File: src/rtl/ole_pkg.sv
// Package for the ordered list engine.
// Holds the transaction structs, the action and status codes and the default sizes.
// Depends on nothing; every other file imports it.
package ole_pkg;

	localparam int OLE_DEPTH      = 16;
	localparam int OLE_VALUE_BITS = 32;

	typedef enum logic [2:0] {
		ACT_APPEND = 3'd0,
		ACT_SEARCH = 3'd1,
		ACT_GET    = 3'd2,
		ACT_REMOVE = 3'd3,
		ACT_START  = 3'd4,
		ACT_NEXT   = 3'd5
	} action_t;

	typedef enum logic [1:0] {
		ST_OK   = 2'd0,
		ST_MISS = 2'd1,
		ST_FULL = 2'd2,
		ST_END  = 2'd3
	} status_t;

	typedef struct packed {
		logic [2:0]         action;
		logic signed [31:0] item_value;
		logic [7:0]         position;
	} req_t;

	typedef struct packed {
		logic [1:0]         status;
		logic signed [31:0] result_value;
		logic [3:0]         found_position;
		logic [4:0]         entry_count;
	} rsp_t;

	typedef struct packed {
		logic append;
		logic remove;
	} cell_cmd_t;

endpackage

File: src/rtl/ole_cell.sv
// One list entry of the cell chain: holds a value, compares it with the key
// and takes its right neighbor's value when it or an entry ahead of it is removed.
// Depends on ole_pkg.
module ole_cell import ole_pkg::*; #(
	parameter int VALUE_BITS = OLE_VALUE_BITS,
	parameter int CNT_W      = 5,
	parameter int IDX        = 0
) (
	input  logic                  clk,
	input  cell_cmd_t             cmd,
	input  logic [CNT_W-1:0]      count,
	input  logic [CNT_W-1:0]      pos,
	input  logic [VALUE_BITS-1:0] key,
	input  logic [VALUE_BITS-1:0] next_value,
	output logic [VALUE_BITS-1:0] value,
	output logic                  hit
);

	localparam logic [CNT_W-1:0] MY_IDX  = CNT_W'(IDX);
	localparam logic [CNT_W-1:0] NXT_IDX = CNT_W'(IDX + 1);

	logic [VALUE_BITS-1:0] value_q;

	always_ff @(posedge clk) begin
		if (cmd.append && (MY_IDX == count)) begin
			value_q <= key;
		end else if (cmd.remove && (MY_IDX >= pos) && (NXT_IDX < count)) begin
			value_q <= next_value;
		end
	end

	assign value = value_q;
	assign hit   = (MY_IDX < count) && (value_q == key);

endmodule

File: src/rtl/ole_ctrl.sv
// Control for the ordered list engine: count, cursor, action decode,
// read select, first-match encoder and the registered result stage.
// Depends on ole_pkg.
module ole_ctrl import ole_pkg::*; #(
	parameter int DEPTH      = OLE_DEPTH,
	parameter int VALUE_BITS = OLE_VALUE_BITS,
	parameter int CNT_W      = $clog2(DEPTH + 1),
	parameter int IDX_W      = $clog2(DEPTH)
) (
	input  logic                             clk,
	input  logic                             arst_n,
	input  logic                             req_valid,
	output logic                             req_stall,
	input  req_t                             req,
	output logic                             rsp_valid,
	input  logic                             rsp_stall,
	output rsp_t                             rsp,
	input  logic [DEPTH-1:0][VALUE_BITS-1:0] values,
	input  logic [DEPTH-1:0]                 hits,
	output cell_cmd_t                        cell_cmd,
	output logic [CNT_W-1:0]                 count,
	output logic [CNT_W-1:0]                 cell_pos,
	output logic [VALUE_BITS-1:0]            key
);

	localparam int PW = (CNT_W > 8) ? CNT_W : 8;
	localparam logic [CNT_W-1:0] FULL_CNT = CNT_W'(DEPTH);

	logic [CNT_W-1:0]      count_q, count_d;
	logic [CNT_W-1:0]      cursor_q, cursor_d;
	logic                  rsp_valid_q;
	rsp_t                  rsp_q, rsp_d;
	cell_cmd_t             cmd_d;
	logic                  acc;
	logic [PW-1:0]         pos_w;
	logic                  pos_ok;
	logic [IDX_W-1:0]      rd_idx;
	logic [VALUE_BITS-1:0] rd_val;
	logic [IDX_W-1:0]      hit_idx;

	assign req_stall = rsp_valid_q && rsp_stall;
	assign acc       = req_valid && !req_stall;
	assign pos_w     = PW'(req.position);
	assign pos_ok    = pos_w < PW'(count_q);
	assign rd_idx    = (req.action == ACT_NEXT) ? cursor_q[IDX_W-1:0] : pos_w[IDX_W-1:0];
	assign rd_val    = values[rd_idx];
	assign key       = VALUE_BITS'($unsigned(req.item_value));
	assign count     = count_q;
	assign cell_pos  = pos_w[CNT_W-1:0];
	assign cell_cmd  = acc ? cmd_d : '0;

	always_comb begin
		hit_idx = '0;
		for (int i = DEPTH - 1; i >= 0; i--) begin
			if (hits[i]) begin
				hit_idx = IDX_W'(i);
			end
		end
	end

	always_comb begin
		cmd_d    = '0;
		count_d  = count_q;
		cursor_d = cursor_q;
		rsp_d    = '0;
		rsp_d.status = ST_OK;
		case (req.action)
			ACT_APPEND: begin
				if (count_q == FULL_CNT) begin
					rsp_d.status = ST_FULL;
				end else begin
					cmd_d.append = 1'b1;
					count_d      = count_q + 1'b1;
				end
			end
			ACT_SEARCH: begin
				if (|hits) begin
					rsp_d.found_position = 4'(hit_idx);
				end else begin
					rsp_d.status = ST_MISS;
				end
			end
			ACT_GET: begin
				if (pos_ok) begin
					rsp_d.result_value = 32'(rd_val);
				end else begin
					rsp_d.status = ST_MISS;
				end
			end
			ACT_REMOVE: begin
				if (pos_ok) begin
					rsp_d.result_value = 32'(rd_val);
					cmd_d.remove       = 1'b1;
					count_d            = count_q - 1'b1;
					if (pos_w < PW'(cursor_q)) begin
						cursor_d = cursor_q - 1'b1;
					end
				end else begin
					rsp_d.status = ST_MISS;
				end
			end
			ACT_START: begin
				cursor_d = '0;
			end
			ACT_NEXT: begin
				if (cursor_q < count_q) begin
					rsp_d.result_value = 32'(rd_val);
					cursor_d           = cursor_q + 1'b1;
				end else begin
					rsp_d.status = ST_END;
				end
			end
			default: begin
			end
		endcase
		rsp_d.entry_count = 5'(count_d);
	end

	always_ff @(posedge clk or negedge arst_n) begin
		if (!arst_n) begin
			count_q     <= '0;
			cursor_q    <= '0;
			rsp_valid_q <= 1'b0;
		end else if (acc) begin
			count_q     <= count_d;
			cursor_q    <= cursor_d;
			rsp_valid_q <= 1'b1;
		end else if (!rsp_stall) begin
			rsp_valid_q <= 1'b0;
		end
	end

	always_ff @(posedge clk) begin
		if (acc) begin
			rsp_q <= rsp_d;
		end
	end

	assign rsp_valid = rsp_valid_q;
	assign rsp       = rsp_q;

	a_cursor_in_list: assert property (@(posedge clk) disable iff (!arst_n)
		cursor_q <= count_q)
		else $error("Cursor is past the end of the list.");

	a_count_bound: assert property (@(posedge clk) disable iff (!arst_n)
		count_q <= FULL_CNT)
		else $error("Entry count exceeds the depth.");

	a_append_grows: assert property (@(posedge clk) disable iff (!arst_n)
		(acc && (req.action == ACT_APPEND) && (count_q != FULL_CNT))
		|=> (count_q == $past(count_q) + 1'b1))
		else $error("Append did not grow the list.");

	a_stall_only_when_busy: assert property (@(posedge clk) disable iff (!arst_n)
		req_stall |-> rsp_valid_q)
		else $error("Request stalled with an empty result register.");

endmodule

File: src/rtl/ordered_list_engine.sv
// Top level of the ordered list engine: a chain of entry cells and its control.
// Depends on ole_pkg, ole_cell and ole_ctrl.
//
//   Channel | Signals                         | Payload
//   --------+---------------------------------+----------------------------------
//   request | req_valid, req_stall, req       | action, item_value, position
//   result  | rsp_valid, rsp_stall, rsp       | status, result_value, found_position,
//           |                                 | entry_count
//
// A transaction may be accepted in every cycle unless a stalled result holds the request side.
// The cycle is set by the key compare in all cells and the first-match encoder.
// The result appears in the result register the cycle after acceptance.
// Reset empties the list and rewinds the cursor; stored values are not cleared.
// A stalled result holds the request side only while the result register is full.
module ordered_list_engine import ole_pkg::*; #(
	parameter int DEPTH      = OLE_DEPTH,
	parameter int VALUE_BITS = OLE_VALUE_BITS
) (
	input  logic clk,
	input  logic arst_n,
	input  logic req_valid,
	output logic req_stall,
	input  req_t req,
	output logic rsp_valid,
	input  logic rsp_stall,
	output rsp_t rsp
);

	localparam int CNT_W = $clog2(DEPTH + 1);
	localparam int IDX_W = $clog2(DEPTH);

	logic [DEPTH-1:0][VALUE_BITS-1:0] values;
	logic [DEPTH-1:0]                 hits;
	cell_cmd_t                        cell_cmd;
	logic [CNT_W-1:0]                 count;
	logic [CNT_W-1:0]                 cell_pos;
	logic [VALUE_BITS-1:0]            key;

	ole_ctrl #(
		.DEPTH      (DEPTH),
		.VALUE_BITS (VALUE_BITS),
		.CNT_W      (CNT_W),
		.IDX_W      (IDX_W)
	) u_ctrl (
		.clk       (clk),
		.arst_n    (arst_n),
		.req_valid (req_valid),
		.req_stall (req_stall),
		.req       (req),
		.rsp_valid (rsp_valid),
		.rsp_stall (rsp_stall),
		.rsp       (rsp),
		.values    (values),
		.hits      (hits),
		.cell_cmd  (cell_cmd),
		.count     (count),
		.cell_pos  (cell_pos),
		.key       (key)
	);

	for (genvar i = 0; i < DEPTH; i++) begin : g_cell
		logic [VALUE_BITS-1:0] next_value;

		if (i == DEPTH - 1) begin : g_last
			assign next_value = '0;
		end else begin : g_mid
			assign next_value = values[i+1];
		end

		ole_cell #(
			.VALUE_BITS (VALUE_BITS),
			.CNT_W      (CNT_W),
			.IDX        (i)
		) u_cell (
			.clk        (clk),
			.cmd        (cell_cmd),
			.count      (count),
			.pos        (cell_pos),
			.key        (key),
			.next_value (next_value),
			.value      (values[i]),
			.hit        (hits[i])
		);
	end

endmodule

File: config.mk
export PLATFORM = sky130hd
export DESIGN_NAME = ordered_list_engine
export DESIGN_NICKNAME = d
export VERILOG_FILES = /design/src/rtl/ole_pkg.sv /design/src/rtl/ole_cell.sv /design/src/rtl/ole_ctrl.sv /design/src/rtl/ordered_list_engine.sv
export SDC_FILE = /design/constraint.sdc
export NUM_CORES = 2
export LEC_CHECK = 0
export BUFFER_PORTS_ARGS = -buffer_cell sky130_fd_sc_hd__buf_2
export CORE_UTILIZATION = 50
export DETAILED_ROUTE_END_ITERATION = 8
export PLACE_DENSITY = 0.66
export SLEW_MARGIN = 20
export SYNTH_ARGS = -nofsm -noshare
export SYNTH_HDL_FRONTEND = slang
export SYNTH_SLANG_ARGS = --single-unit
File: constraint.sdc
create_clock -name clk -period 7.39 [get_ports clk]
set_clock_uncertainty 0.1 [all_clocks]
set_input_delay 1.1085 -clock clk [delete_from_list [all_inputs] [get_ports clk]]
set_output_delay 1.1085 -clock clk [all_outputs]
set_load 0.01 [all_outputs]
==> run metrics <==
Cell Area, Placed 0.0359 mm²; CTS Buf Count slightly below 70; status complete, no violations; H-tree Lvls 3; Horiz. Die Dim approximately 270 µm; post-synth top area cell edfxtp_1; DR vias approximately 23000; Max VDD drop about 0.27 mV; cell mode on critical path a21o_1; post-route antenna net violation count 0; Die Y about 270 µm; clk buf depth 3; FILL cells about 5700; Final Hold Viols 0; xor and xnor area share after synthesis between 10% and 20%; cell count after placement between 3000 and 4000; Worst path slowest cell dfrtp_1; total wire length 126000 µm; switching part of the total a little over a quarter; Synth-to-Final Area Change 9.33%; Clk network pwr share about two fifths; initial antenna violation count 9; yosys warns 0; post-synthesis compound-gate area fraction under 10%; DR pass1 iterations 5; final net count around 2600; slowest stage delay, CP 750 ps; clk slew on worst S/H paths ~60 ps; Max Fclk between 200 and 250 MHz; Final HPWL DP 91200 µm; R2R depth 11; Setup CP Type reg2reg; delay-heaviest family, CP simple AND/OR/NAND/NOR gates; Post-synth EDFFs 555; Max-Cap Viols 0; final instance area 0.0381 mm²; vias per cell ~6.7; Worst-Skew Late Latency approximately 630 ps; post-synthesis adder-cell area fraction less than 1%; Syn Std Cell Area between 0.03 and 0.04 mm²; fraction of synthesis flops using an asynchronous set or reset pin approximately 2%; Reg area about 0.017 mm²; Root Buffer clkbuf_16; Seq cells post-synth about 570; CP cell instances inv_1 -> ha_1 -> a21o_1 -> a21o_1 -> a21oi_1 -> o2111ai_1 -> nor2_1 -> nand2_1 -> or2_1 -> o21ai_4 -> buf_4; crit-path max FO 32; Final min period between 4000 and 5000 ps; Pwr Total ~8 mW; DR WL/cell 36.2 µm; WP data required between 7000 and 8000 ps; Post-synth top cells 555 x edfxtp_1, 482 x mux2_2, 352 x xor2_1, 167 x xnor2_1, 128 x mux4_2; Initial Util between 50% and 60%; layout cell share with drive strength beyond 1 a little over a third; I/O Pins between 90 and 100; first-pass GRT wire length 175000 µm; CTS sink cnt between 500 and 600; Initial DRC Count around 3200; setup repair bufs after CTS 0; Sw Pwr 2.23 mW; global route overflow 0; sequential fraction of the synthesis area between 40 and 50%; Post-Synth Simple-Gate Area approximately 5.9%; mux cell area share after synthesis between 20 and 25%; Tightest Pin Transition between 1000 and 1500 ps; syn nets roughly 2600; Netlist cell types 59; routability cong. 0.988; largest net degree at the start of global routing 120; post-CTS sizing 0; crit end category flop; dominant synthesized flop cell edfxtp_1; vias in the first global route roughly 22000; Reg power frac 44.3%; residual DRC count 0; Post-Synthesis Cells 2514; CTS tree yes; Tightest Hold Check Type in2async; Pleak 13.0 nW; hold buffers post-CTS 0; Core ar. around 0.07 mm²; Comb pwr share about 14%; Setup-failing EPs final 0; pwr dens between 200 and 250 mW/mm²; max-slew violation count 0; type of origin of the critical path flop; IO Port Bufs between 90 and 100; gr usage total 35.6%; post-synth top area share between 40% and 50%; crit path buf inv count 2; footprint of the multi-input gates 0.0168 mm²; Power Internal 5.90 mW; row cnt 96; RSZ-0062 raised after global routing no; synth top area cells edfxtp_1 48%, mux2_2 16%, xor2_1 8.8%; Final period util between 60% and 70%; largest family of logic cells by synthesized area multiplexers; DIE AREA 0.0708 mm²; Worst path depth 11; TNS Setup 0 ps; Layout Cells excl Fill 3487; most frequent cell after synthesis edfxtp_1; Rel. slew slack approximately 25%; Critical Path AT 4970 ps; syn_area_per_cell between 10 and 15 µm²
sequential cells by signal, summed over array words and instances (netlist names):
| name | count |
|---|---|
| u_ctrl.rsp | 43 |
| u_ctrl.count | 5 |
| g_cell.u_cell.value | 512 |
| u_ctrl.rsp_valid | 1 |
| u_ctrl.cursor_q | 5 |
logic make-up after synthesis:
family | count (synthesis)
muxes | 648
xor gates and xnor gates | 519
AOI/OAI and AO/OA | 147
and+or+nand+nor | 360
DFF | 566
buffers and inverters | 253
adders and majority gates | 21
power by group through the flow:
| stage | logic [mW] | registers, mW | clock network (mW) |
|---|---|---|---|
| final | 1.17 | 3.60 | 3.35 |
| after global routing | 1.22 | 3.60 | 3.47 |
| after CTS | 1.15 | 3.59 | 3.38 |
| after detailed placement | 1.14 | 3.66 | 0 |
| after global placement | 1.13 | 3.66 | 0 |
| after floorplan | 0.795 | 3.63 | 0 |
worst paths after layout:
check                                 start                         to  slack (ps)
setup / recovery            u_ctrl.count[1]  g_cell[0].u_cell.value[3]        2570
hold / removal                       arst_n            u_ctrl.count[3]         290
setup reg to reg            u_ctrl.count[1]  g_cell[0].u_cell.value[3]        2570
hold reg to reg            u_ctrl.rsp_valid           u_ctrl.rsp_valid         430
max in group asynchronous            arst_n         u_ctrl.cursor_q[3]        6640
min in group clk           u_ctrl.rsp_valid           u_ctrl.rsp_valid         430
layout by cell type (no fill, tap or decap), drive strengths merged, types with 6 or more instances in the layout:
cell    instances
a211oi         64
a21o            6
a21oi          23
and2           35
buf           148
bufinv          6
clkbuf         86
clkinv         29
dfrtp          11
edfxtp        555
ha             20
inv            21
mux2          482
mux2i          38
mux4          128
nand2          45
nand2b          8
nand3          19
nand4          53
nor2           31
nor2b          37
nor3           17
nor4           99
o21ai          21
xnor2         167
xor2          352
per-layer routing:
layer  share of wire [%]  GRT usage (%)
met1                  40           49.8
met5                   0              0
met4                 6.1           19.4
met2                  44           52.6
met3                 9.7           6.31
metrics by stage:
| step | worst slack, ps | utilization [%] | hold WS (ps) |
|---|---|---|---|
| 2_1_floorplan | 1060 | - | 442 |
| 3_3_place_gp | 2510 | 52.1 | 401 |
| 3_5_place_dp | 2550 | 52.2 | 414 |
| 4_1_cts | 2660 | 55.3 | 267 |
| 5_1_grt | 2480 | 55.4 | 296 |
| 6_report | 2570 | 55.4 | 285 |
layout make-up:
type	count	area share (%)
Timing Repair Buffer	148	2.49
Inverter	18	0.177
Multi-Input combinational cell	1695	44.1
Tap cell	931	3.06
Clock buffer	86	4.72
Clock inverter	38	0.936
Sequential cell	566	44.4
Antenna cell	5	0.0328
No activity file was read; power rests on OpenSTA's default activity.
